**src/design/rida_pkg.sv**
```systemverilog
// ----------------------------------------------------------------------------
// rida_pkg
// Shared constants, codes and types of the region id allocator.
// ----------------------------------------------------------------------------
package rida_pkg;

  // Table geometry.
  localparam int unsigned SLOTS      = 64;
  localparam int unsigned SLOT_W     = $clog2(SLOTS);
  localparam int unsigned ID_W       = 8;
  localparam int unsigned NUM_IDS    = 1 << ID_W;
  localparam int unsigned ADDR_W     = 64;

  // The free-slot scan looks at one group of valid bits per cycle.
  localparam int unsigned GROUP_SIZE = 8;
  localparam int unsigned GROUP_W    = $clog2(GROUP_SIZE);
  localparam int unsigned NUM_GROUPS = SLOTS / GROUP_SIZE;
  localparam int unsigned GIDX_W     = $clog2(NUM_GROUPS);

  // The try counter must hold SLOTS itself.
  localparam int unsigned TRY_W      = $clog2(SLOTS + 1);

  // Request operation codes.
  localparam logic FUNC_ASSIGN = 1'b0;
  localparam logic FUNC_REMOVE = 1'b1;

  // First value of the candidate counter after reset.
  localparam logic [ID_W-1:0] CAND_RESET = ID_W'(1);

  // Status reported by the free-slot scanner.
  typedef struct packed {
    logic              done;
    logic              full;
    logic [SLOT_W-1:0] slot;
  } scan_status_t;

  // Controller states, one-hot.
  typedef enum logic [3:0] {
    ST_IDLE   = 4'b0001,
    ST_FIND   = 4'b0010,
    ST_DRAW   = 4'b0100,
    ST_REMOVE = 4'b1000
  } state_e;

endpackage

```
**src/design/rida_if.sv**
```systemverilog
// ----------------------------------------------------------------------------
// rida_req_if / rida_rsp_if
// Request and response channels of the region id allocator.
// ----------------------------------------------------------------------------
interface rida_req_if
  import rida_pkg::*;
();
  logic              valid;
  logic              ready;
  logic              func;
  logic [ADDR_W-1:0] owner_addr;
  logic [ID_W-1:0]   target_id;

  modport source (output valid, func, owner_addr, target_id, input ready);
  modport sink   (input valid, func, owner_addr, target_id, output ready);
endinterface

interface rida_rsp_if
  import rida_pkg::*;
();
  logic            valid;
  logic            ready;
  logic            ok;
  logic [ID_W-1:0] assigned_id;

  modport source (output valid, ok, assigned_id, input ready);
  modport sink   (input valid, ok, assigned_id, output ready);
endinterface

```
**src/design/rida_ram.sv**
```systemverilog
// ----------------------------------------------------------------------------
// rida_ram
// Simple dual-port synchronous RAM with one write and one registered read port.
// ----------------------------------------------------------------------------
module rida_ram #(
  parameter int unsigned DEPTH = 64,
  parameter int unsigned WIDTH = 8
) (
  input  logic                     clk_i,
  input  logic                     we_i,
  input  logic [$clog2(DEPTH)-1:0] waddr_i,
  input  logic [WIDTH-1:0]         wdata_i,
  input  logic                     re_i,
  input  logic [$clog2(DEPTH)-1:0] raddr_i,
  output logic [WIDTH-1:0]         rdata_o
);

  logic [WIDTH-1:0] mem [DEPTH];
  logic [WIDTH-1:0] rdata_q;

  always_ff @(posedge clk_i) begin
    if (we_i) begin
      mem[waddr_i] <= wdata_i;
    end
  end

  always_ff @(posedge clk_i) begin
    if (re_i) begin
      rdata_q <= mem[raddr_i];
    end
  end

  assign rdata_o = rdata_q;

endmodule

```
**src/design/rida_scan.sv**
```systemverilog
// ----------------------------------------------------------------------------
// rida_scan
// Finds the lowest free slot, one group of valid bits per cycle.
// ----------------------------------------------------------------------------
module rida_scan
  import rida_pkg::*;
(
  input  logic             clk_i,
  input  logic             rst_ni,
  input  logic             start_i,
  input  logic [SLOTS-1:0] slot_valid_i,
  output scan_status_t     status_o
);

  logic                  busy_q, busy_d;
  logic [GIDX_W-1:0]     group_q, group_d;
  logic [GROUP_SIZE-1:0] free_bits;
  logic [GROUP_W-1:0]    low_free;
  logic                  any_free;
  logic                  last_group;

  assign free_bits  = ~slot_valid_i[group_q*GROUP_SIZE +: GROUP_SIZE];
  assign any_free   = |free_bits;
  assign last_group = (group_q == GIDX_W'(NUM_GROUPS - 1));

  // Lowest zero within the current group.
  always_comb begin
    low_free = '0;
    for (int i = GROUP_SIZE - 1; i >= 0; i--) begin
      if (free_bits[i]) begin
        low_free = GROUP_W'(i);
      end
    end
  end

  always_comb begin
    busy_d          = busy_q;
    group_d         = group_q;
    status_o.done   = 1'b0;
    status_o.full   = 1'b0;
    status_o.slot   = {group_q, low_free};
    if (start_i) begin
      busy_d  = 1'b1;
      group_d = '0;
    end else if (busy_q) begin
      if (any_free || last_group) begin
        status_o.done = 1'b1;
        status_o.full = ~any_free;
        busy_d        = 1'b0;
      end else begin
        group_d = group_q + GIDX_W'(1);
      end
    end
  end

  always_ff @(posedge clk_i or negedge rst_ni) begin
    if (!rst_ni) begin
      busy_q  <= 1'b0;
      group_q <= '0;
    end else begin
      busy_q  <= busy_d;
      group_q <= group_d;
    end
  end

endmodule

```
**src/design/region_id_allocator_top.sv**
```systemverilog
// ----------------------------------------------------------------------------
// region_id_allocator_top
// Hands out unique 8-bit region ids to table slots and takes them back.
// ----------------------------------------------------------------------------
// Assign: the accepting cycle, the free-slot scan (eight valid bits per cycle)
//   and up to 65 candidate draws, one per cycle while the output has room.
// Remove: uses the registered id-to-slot map read issued with the request.
// One request is in flight at a time; a finished response waits in the output
//   register while the next request is taken. Reset is asynchronous, active
//   low, empties the table and sets the candidate counter to one; no sweep.
// ----------------------------------------------------------------------------
module region_id_allocator_top
  import rida_pkg::*;
(
  input  logic       clk_i,
  input  logic       rst_ni,
  rida_req_if.sink   req_i,
  rida_rsp_if.source rsp_o
);

  // --------------------------------------------------------------------------
  // State overview.
  //   slot_valid_q : one valid bit per slot.
  //   id_used_q    : one bit per id, set while some valid slot holds that id.
  //                  Assign never hands out an id already in use, so each id
  //                  lives in at most one slot, and this bit answers the
  //                  "is this candidate taken" question combinationally.
  //   map RAM      : id -> slot it lives in, read by remove.
  //   owner RAM    : slot -> owner address, written on a successful assign.
  // --------------------------------------------------------------------------
  state_e              state_q, state_d;
  logic [SLOTS-1:0]    slot_valid_q, slot_valid_d;
  logic [NUM_IDS-1:0]  id_used_q, id_used_d;
  logic [ID_W-1:0]     cand_cnt_q, cand_cnt_d;
  logic [TRY_W-1:0]    tries_q, tries_d;
  logic                full_q, full_d;
  logic [SLOT_W-1:0]   slot_q, slot_d;
  logic [ADDR_W-1:0]   owner_q;
  logic [ID_W-1:0]     rid_q;

  logic                rsp_valid_q, rsp_valid_d;
  logic                rsp_ok_q, rsp_ok_d;
  logic [ID_W-1:0]     rsp_id_q, rsp_id_d;

  logic                req_xfer;
  logic                out_free;
  logic                scan_start;
  scan_status_t        scan_status;

  logic [ID_W-1:0]     cand;
  logic [ID_W-1:0]     cand_next;
  logic                cand_taken;

  logic                map_we;
  logic [SLOT_W-1:0]   map_rdata;
  logic                owner_we;

  // Requests are taken only when the controller has nothing in flight.
  assign req_i.ready = (state_q == ST_IDLE);
  assign req_xfer    = req_i.valid & req_i.ready;

  // The output register can take a new response when it is empty or when its
  // current content transfers in this cycle.
  assign out_free = ~rsp_valid_q | rsp_o.ready;

  assign scan_start = req_xfer & (req_i.func == FUNC_ASSIGN);

  // A drawn zero is thrown away and the following value is drawn in the same
  // try, so the counter can step by two in a single draw.
  assign cand       = (cand_cnt_q == '0) ? ID_W'(1) : cand_cnt_q;
  assign cand_next  = cand + ID_W'(1);
  assign cand_taken = id_used_q[cand];

  rida_scan u_scan (
    .clk_i        (clk_i),
    .rst_ni       (rst_ni),
    .start_i      (scan_start),
    .slot_valid_i (slot_valid_q),
    .status_o     (scan_status)
  );

  // Id-to-slot map. Read whenever a request is taken; written when an assign
  // succeeds. The two never overlap because one request is handled at a time.
  rida_ram #(
    .DEPTH (NUM_IDS),
    .WIDTH (SLOT_W)
  ) u_map_ram (
    .clk_i   (clk_i),
    .we_i    (map_we),
    .waddr_i (cand),
    .wdata_i (slot_q),
    .re_i    (req_xfer),
    .raddr_i (req_i.target_id),
    .rdata_o (map_rdata)
  );

  // Owner addresses are stored only; the request path never reads them back.
  rida_ram #(
    .DEPTH (SLOTS),
    .WIDTH (ADDR_W)
  ) u_owner_ram (
    .clk_i   (clk_i),
    .we_i    (owner_we),
    .waddr_i (slot_q),
    .wdata_i (owner_q),
    .re_i    (1'b0),
    .raddr_i (slot_q),
    .rdata_o ()
  );

  // --------------------------------------------------------------------------
  // Controller.
  // --------------------------------------------------------------------------
  always_comb begin
    state_d      = state_q;
    slot_valid_d = slot_valid_q;
    id_used_d    = id_used_q;
    cand_cnt_d   = cand_cnt_q;
    tries_d      = tries_q;
    full_d       = full_q;
    slot_d       = slot_q;
    rsp_valid_d  = rsp_valid_q & ~rsp_o.ready;
    rsp_ok_d     = rsp_ok_q;
    rsp_id_d     = rsp_id_q;
    map_we       = 1'b0;
    owner_we     = 1'b0;

    unique case (state_q)
      ST_IDLE: begin
        if (req_xfer) begin
          tries_d = '0;
          if (req_i.func == FUNC_ASSIGN) begin
            state_d = ST_FIND;
          end else begin
            state_d = ST_REMOVE;
          end
        end
      end

      ST_FIND: begin
        // Latch the scan result; a full table is reported from ST_DRAW
        // without moving the counter.
        if (scan_status.done) begin
          full_d  = scan_status.full;
          slot_d  = scan_status.slot;
          state_d = ST_DRAW;
        end
      end

      ST_DRAW: begin
        // Each step waits for room in the output register, so a draw is
        // never made without its outcome being recorded.
        if (out_free) begin
          if (full_q) begin
            rsp_valid_d = 1'b1;
            rsp_ok_d    = 1'b0;
            rsp_id_d    = '0;
            state_d     = ST_IDLE;
          end else begin
            cand_cnt_d = cand_next;
            if (tries_q == TRY_W'(SLOTS)) begin
              // This draw was one more than allowed; it still counts.
              rsp_valid_d = 1'b1;
              rsp_ok_d    = 1'b0;
              rsp_id_d    = '0;
              state_d     = ST_IDLE;
            end else if (!cand_taken) begin
              slot_valid_d[slot_q] = 1'b1;
              id_used_d[cand]      = 1'b1;
              map_we               = 1'b1;
              owner_we             = 1'b1;
              rsp_valid_d          = 1'b1;
              rsp_ok_d             = 1'b1;
              rsp_id_d             = cand;
              state_d              = ST_IDLE;
            end else begin
              tries_d = tries_q + TRY_W'(1);
            end
          end
        end
      end

      ST_REMOVE: begin
        // The map read issued with the request is valid now. An id that is
        // not in use (id zero among them) leaves the table untouched.
        if (out_free) begin
          if (id_used_q[rid_q]) begin
            slot_valid_d[map_rdata] = 1'b0;
            id_used_d[rid_q]        = 1'b0;
          end
          rsp_valid_d = 1'b1;
          rsp_ok_d    = id_used_q[rid_q];
          rsp_id_d    = '0;
          state_d     = ST_IDLE;
        end
      end

      default: begin
        state_d = ST_IDLE;
      end
    endcase
  end

  always_ff @(posedge clk_i or negedge rst_ni) begin
    if (!rst_ni) begin
      state_q      <= ST_IDLE;
      slot_valid_q <= '0;
      id_used_q    <= '0;
      cand_cnt_q   <= CAND_RESET;
      tries_q      <= '0;
      full_q       <= 1'b0;
      rsp_valid_q  <= 1'b0;
    end else begin
      state_q      <= state_d;
      slot_valid_q <= slot_valid_d;
      id_used_q    <= id_used_d;
      cand_cnt_q   <= cand_cnt_d;
      tries_q      <= tries_d;
      full_q       <= full_d;
      rsp_valid_q  <= rsp_valid_d;
    end
  end

  // Payload registers carry no reset.
  always_ff @(posedge clk_i) begin
    slot_q   <= slot_d;
    rsp_ok_q <= rsp_ok_d;
    rsp_id_q <= rsp_id_d;
    if (req_xfer) begin
      owner_q <= req_i.owner_addr;
      rid_q   <= req_i.target_id;
    end
  end

  assign rsp_o.valid       = rsp_valid_q;
  assign rsp_o.ok          = rsp_ok_q;
  assign rsp_o.assigned_id = rsp_id_q;

endmodule

```
**src/flat_wrapper.sv**
```systemverilog
// flat-port wrapper written by rule: the top's interface ports become plain ports
module region_id_allocator_top_flat import rida_pkg::*;
  (clk_i, rst_ni, req_i_valid, req_i_func, req_i_owner_addr, req_i_target_id, req_i_ready, rsp_o_valid, rsp_o_ok, rsp_o_assigned_id, rsp_o_ready);
  rida_req_if req_i_i ();
  rida_rsp_if rsp_o_i ();
  input  logic clk_i;
  input  logic rst_ni;
  input wire logic [$bits(req_i_i.valid)-1:0] req_i_valid;
  input wire logic [$bits(req_i_i.func)-1:0] req_i_func;
  input wire logic [$bits(req_i_i.owner_addr)-1:0] req_i_owner_addr;
  input wire logic [$bits(req_i_i.target_id)-1:0] req_i_target_id;
  output wire logic [$bits(req_i_i.ready)-1:0] req_i_ready;
  output wire logic [$bits(rsp_o_i.valid)-1:0] rsp_o_valid;
  output wire logic [$bits(rsp_o_i.ok)-1:0] rsp_o_ok;
  output wire logic [$bits(rsp_o_i.assigned_id)-1:0] rsp_o_assigned_id;
  input wire logic [$bits(rsp_o_i.ready)-1:0] rsp_o_ready;
  assign req_i_i.valid = req_i_valid;
  assign req_i_i.func = req_i_func;
  assign req_i_i.owner_addr = req_i_owner_addr;
  assign req_i_i.target_id = req_i_target_id;
  assign req_i_ready = req_i_i.ready;
  assign rsp_o_valid = rsp_o_i.valid;
  assign rsp_o_ok = rsp_o_i.ok;
  assign rsp_o_assigned_id = rsp_o_i.assigned_id;
  assign rsp_o_i.ready = rsp_o_ready;
  region_id_allocator_top u_core (.clk_i(clk_i), .rst_ni(rst_ni), .req_i(req_i_i), .rsp_o(rsp_o_i));
endmodule
```
**config.mk**
```make
export PLATFORM = sky130hd
export DESIGN_NAME = region_id_allocator_top_flat
export DESIGN_NICKNAME = d
export VERILOG_FILES = /design/src/design/rida_pkg.sv /design/src/design/rida_if.sv /design/src/design/rida_ram.sv /design/src/design/rida_scan.sv /design/src/design/region_id_allocator_top.sv /design/src/flat_wrapper.sv
export SDC_FILE = /design/constraint.sdc
export NUM_CORES = 2
export LEC_CHECK = 0
export BUFFER_PORTS_ARGS = -buffer_cell sky130_fd_sc_hd__buf_2
export CAP_MARGIN = 20
export CORE_MARGIN = 2
export CORE_UTILIZATION = 61
export CTS_CLUSTER_DIAMETER = 60
export DETAILED_ROUTE_END_ITERATION = 16
export GPL_TIMING_DRIVEN = 1
export HOLD_SLACK_MARGIN = 0.03
export PLACE_DENSITY = 0.77
export SYNTH_ARGS = -nofsm -noshare
export SYNTH_HDL_FRONTEND = slang
export SYNTH_HIERARCHICAL = 1
export SYNTH_SLANG_ARGS = --single-unit
```
**constraint.sdc**
```tcl
create_clock -name clk_i -period 5.8 [get_ports clk_i]
set_input_delay 0.58 -clock clk_i [delete_from_list [all_inputs] [get_ports clk_i]]
set_output_delay 0.58 -clock clk_i [all_outputs]
set_load 0.01 [all_outputs]
```
==> flow_summary_export.csv <==
group,metric,value,unit
clocking,numCtsBuffers,186,
die,io_pins,88,
logic_synthesis,synth-seq-area-share,67.8,%
run,max_cap_viol_count,0,
power_and_ir_drop,p_sw_share,24.2,%
power_and_ir_drop,p_seq_share,50.9,%
clocking,cts.sinks,1910,
cells_and_area,fin_nets,5629,
logic_synthesis,synthMuxAreaShare,14.1,%
logic_synthesis,syn_inst,5309,
setup_path,path_max_fanout,58,
setup_path,crit_type,"reg -> reg",
power_and_ir_drop,powerDensity,318,mW/mm^2
cells_and_area,fin_util,69.0,%
clocking,cts_buffer_depth,3,
routing,drt_iter0_markers,9190,
clocking,cts_root_buf,"clkbuf_16",
cells_and_area,drive_gt1_share,20.8,%
die,fp.dieW,371,microns
routing,routed_via_density,7.26,
cells_and_area,finalInstanceArea,0.0920,sq mm
place,dpl.hpwl,151000,microns
power_and_ir_drop,power.clock.fraction,40.7,%
timing,rsz0062_at_grt,"false",
power_and_ir_drop,finalPower,29.3,mW
cells_and_area,area_delta_synth_final,12.2,%
hold_path,hp-class,"in -> reg",
logic_synthesis,synth_area,0.0820,sq mm
power_and_ir_drop,combPwrFrac,8.4,%
logic_synthesis,synth_edf_count,1565,
setup_path,crit_family,"compound AO/OA/AOI/OAI gates",
cells_and_area,fillCellCount,8463,
power_and_ir_drop,switching_power,7.10,mW
logic_synthesis,synthAdderAreaFrac,0.0610,%
setup_path,end_kind,"flip-flop",
timing,worst_hold_slack,144,ps
timing,skew,67.2,ps
power_and_ir_drop,internal_power,22.2,mW
timing,fin_tns_setup,0,ps
grt,grt_overflow,0,
place,port_buffers,23,
logic_synthesis,ys_seq_elements,1910,
logic_synthesis,synth_top_family_by_area,"multiplexers",
cells_and_area,mostFrequentLayoutCells,"edfxtp_1 (1,565), o21ai_0 (447), nor2_1 (398), mux4_2 (384), buf_4 (382)",
setup_path,required,6500,ps
grt,grt_max_degree,219,
timing,fin_crit_sh,94.7,%
power_and_ir_drop,leakage,31.2,nW
cells_and_area,mostFrequentLayoutCell,"edfxtp_1",
grt,antenna_found_initial,9,
timing,slew_viol_final,0,
timing,fmax,182,MHz
setup_path,max_stage_delay,860,ps
grt,grt_pass1_wl,360000,microns
clocking,post_cts_resized,0,
routing,drt_pass1_iterations,8,
logic_synthesis,ys_types,96,
die,start_util,61.5,%
routing,wl,250000,microns
clocking,htree_num_levels,4,
routing,num_vias,54200,
setup_path,start_kind,"flip-flop",
timing,hold_viol_final,0,
grt,grt_pass1_vias,53000,
clocking,cts_tree,"built",
status,status,"complete, no violations",
logic_synthesis,syn_avg_cell_area,15.5,sq um
grt,track_usage,36.2,%
logic_synthesis,synth-compound-area-share,8.66,%
routing,post_drt_wl_per_cell,33.4,microns
logic_synthesis,yosysWarnings,6,
setup_path,worstPathCellList,"buf_16 -> buf_4 -> mux4_2 -> a221oi_1 -> o21ai_0 -> o31a_1 -> nand4_1 -> a31o_2 -> buf_4 -> and2_4 -> buf_12 -> o41ai_1 -> o21ai_0",
place,dpl_cell_area,0.0859,sq mm
timing,tightestPinTransition,1370,ps
place,gp_congestion,1.07,
timing,setup_viol,0,
die,core_area,0.133,sq mm
routing,drc,0,
logic_synthesis,syn-num-nets,5390,
timing,worst_slew_margin_rel,8.88,%
die,dieArea,0.137,sq mm
logic_synthesis,async_reset_ff_share,18.1,%
die,core.rowCount,134,
power_and_ir_drop,irDropWorstVdd,0.295,mV
timing,layout_min_cycle_time,5490,ps
logic_synthesis,synthXorXnorAreaFrac,0.0640,%
logic_synthesis,synth_ff_type,"edfxtp_1",
die,die_h,371,microns
clocking,insertion_delay,850,ps
setup_path,crit_buf_inv,4,
clocking,clkTransAtPathRegs,60,ps
setup_path,arrival,6190,ps
logic_synthesis,synthSimpleGateAreaFrac,6.71,%
routing,detail-route-antenna-nets,0,
setup_path,cp_slowest_cell,"edfxtp_1",
-- power by group through the flow --
stage / registers [mW] / clock network, mW / logic (mW)
after floorplan: 15.1 / 0 / 1.47
after global placement: 15.2 / 0 / 2.27
after detailed placement: 15.2 / 0 / 2.30
after CTS: 14.9 / 12.0 / 2.32
after global routing: 14.9 / 12.5 / 2.48
final: 14.9 / 11.9 / 2.45
-- per-layer routing --
metal  part of all wire, %  track usage [%]
met5                 0.037                0
met4                   6.0             17.6
met3                    14             12.3
met2                    45             53.3
met1                    35             48.8
-- area by class of cell --
type	instances	area (sq um)	share of cell area, %
diodes	8	20.0	0.0218
inverters	41	154	0.167
clock inverters	107	1040	1.13
multi-input cells	2973	24400	26.5
well taps	1768	2210	2.40
flip-flops and latches	1910	55600	60.5
repair buffers	436	3650	3.97
clock buffers	229	4930	5.36
-- timing repair --
item	in CTS	in global routing
endpoints found under the hold margin	82	0
endpoints found under the setup margin	0	0
setup buffers	0	0
hold buffers	2	0
-- registers in the layout, summed over array words and instances (netlist names) --
name	count
u_core/rid_q	8
u_core/rsp_o.ok	1
u_core/rsp_o.valid	1
u_core/slot_valid_q	64
u_core/slot_q	6
u_core/tries_q	7
u_core/state_q	4
u_core/u_map_ram/mem	1536
u_core/id_used_q	256
u_core/rsp_o.assigned_id	8
u_core/u_scan/group_q	3
u_core/full_q	1
u_core/cand_cnt_q	8
u_core/u_scan/busy_q	1
u_core/u_map_ram/rdata_o	6
-- path summary, 6_finish.rpt --
kind | startpoint | end | slack, ps | depth (start not counted)
max in group asynchronous | rst_ni | u_core/id_used_q[126] | 4090 | 3
hold / removal | req_i_valid | u_core/state_q[0] | 140 | 4
setup / recovery | u_core/rid_q[0] | u_core/id_used_q[120] | 310 | 13
hold reg to reg | u_core/slot_valid_q[55] | u_core/slot_valid_q[55] | 510 | 2
setup reg to reg | u_core/rid_q[0] | u_core/id_used_q[120] | 310 | 13
min in group asynchronous | rst_ni | u_core/slot_valid_q[5] | 310 | 2
-- tightest hold or removal path: stages --
cell and delay, ps:
buf_2 90, nor3_1 40, o21ai_0 160, o211ai_1 90
-- kinds of logic after synthesis --
family | Yosys count
muxes | 660
and+or+nand+nor | 1179
DFF | 1910
AOI/OAI and AO/OA | 1124
buffers and inverters | 426
xor gates and xnor gates | 6
adders and majority gates | 4
-- stage by stage --
stage / setup WS (ps) / std cells
floorplan: 1240 / 5309
CTS: 814 / 7460
global route: 465 / 7466
finish: 305 / 7472
global placement: 659 / 7121
detailed placement: 870 / 7122
-- cell usage after synthesis (all sizes together) (32+ instances only) --
library cell | instances | area share, %
edfxtp | 1565 | 57
o21ai | 503 | 3.1
nor2 | 402 | 1.8
mux4 | 391 | 11
dfrtp | 343 | 10
nand2 | 330 | 1.5
mux2i | 223 | 2.7
clkbuf | 202 | 0.93
buf | 183 | 1.5
a21oi | 126 | 0.77
nand3 | 110 | 0.67
a22oi | 96 | 0.88
nor3 | 80 | 0.50
a31oi | 58 | 0.44
mux2 | 46 | 0.63
a211oi | 41 | 0.39
inv | 39 | 0.18
a221oi | 38 | 0.41
nor2b | 37 | 0.28
o221ai | 33 | 0.35
o31ai | 33 | 0.30
o41ai | 33 | 0.35
o22ai | 32 | 0.24
(Power assumes the default switching activity.)
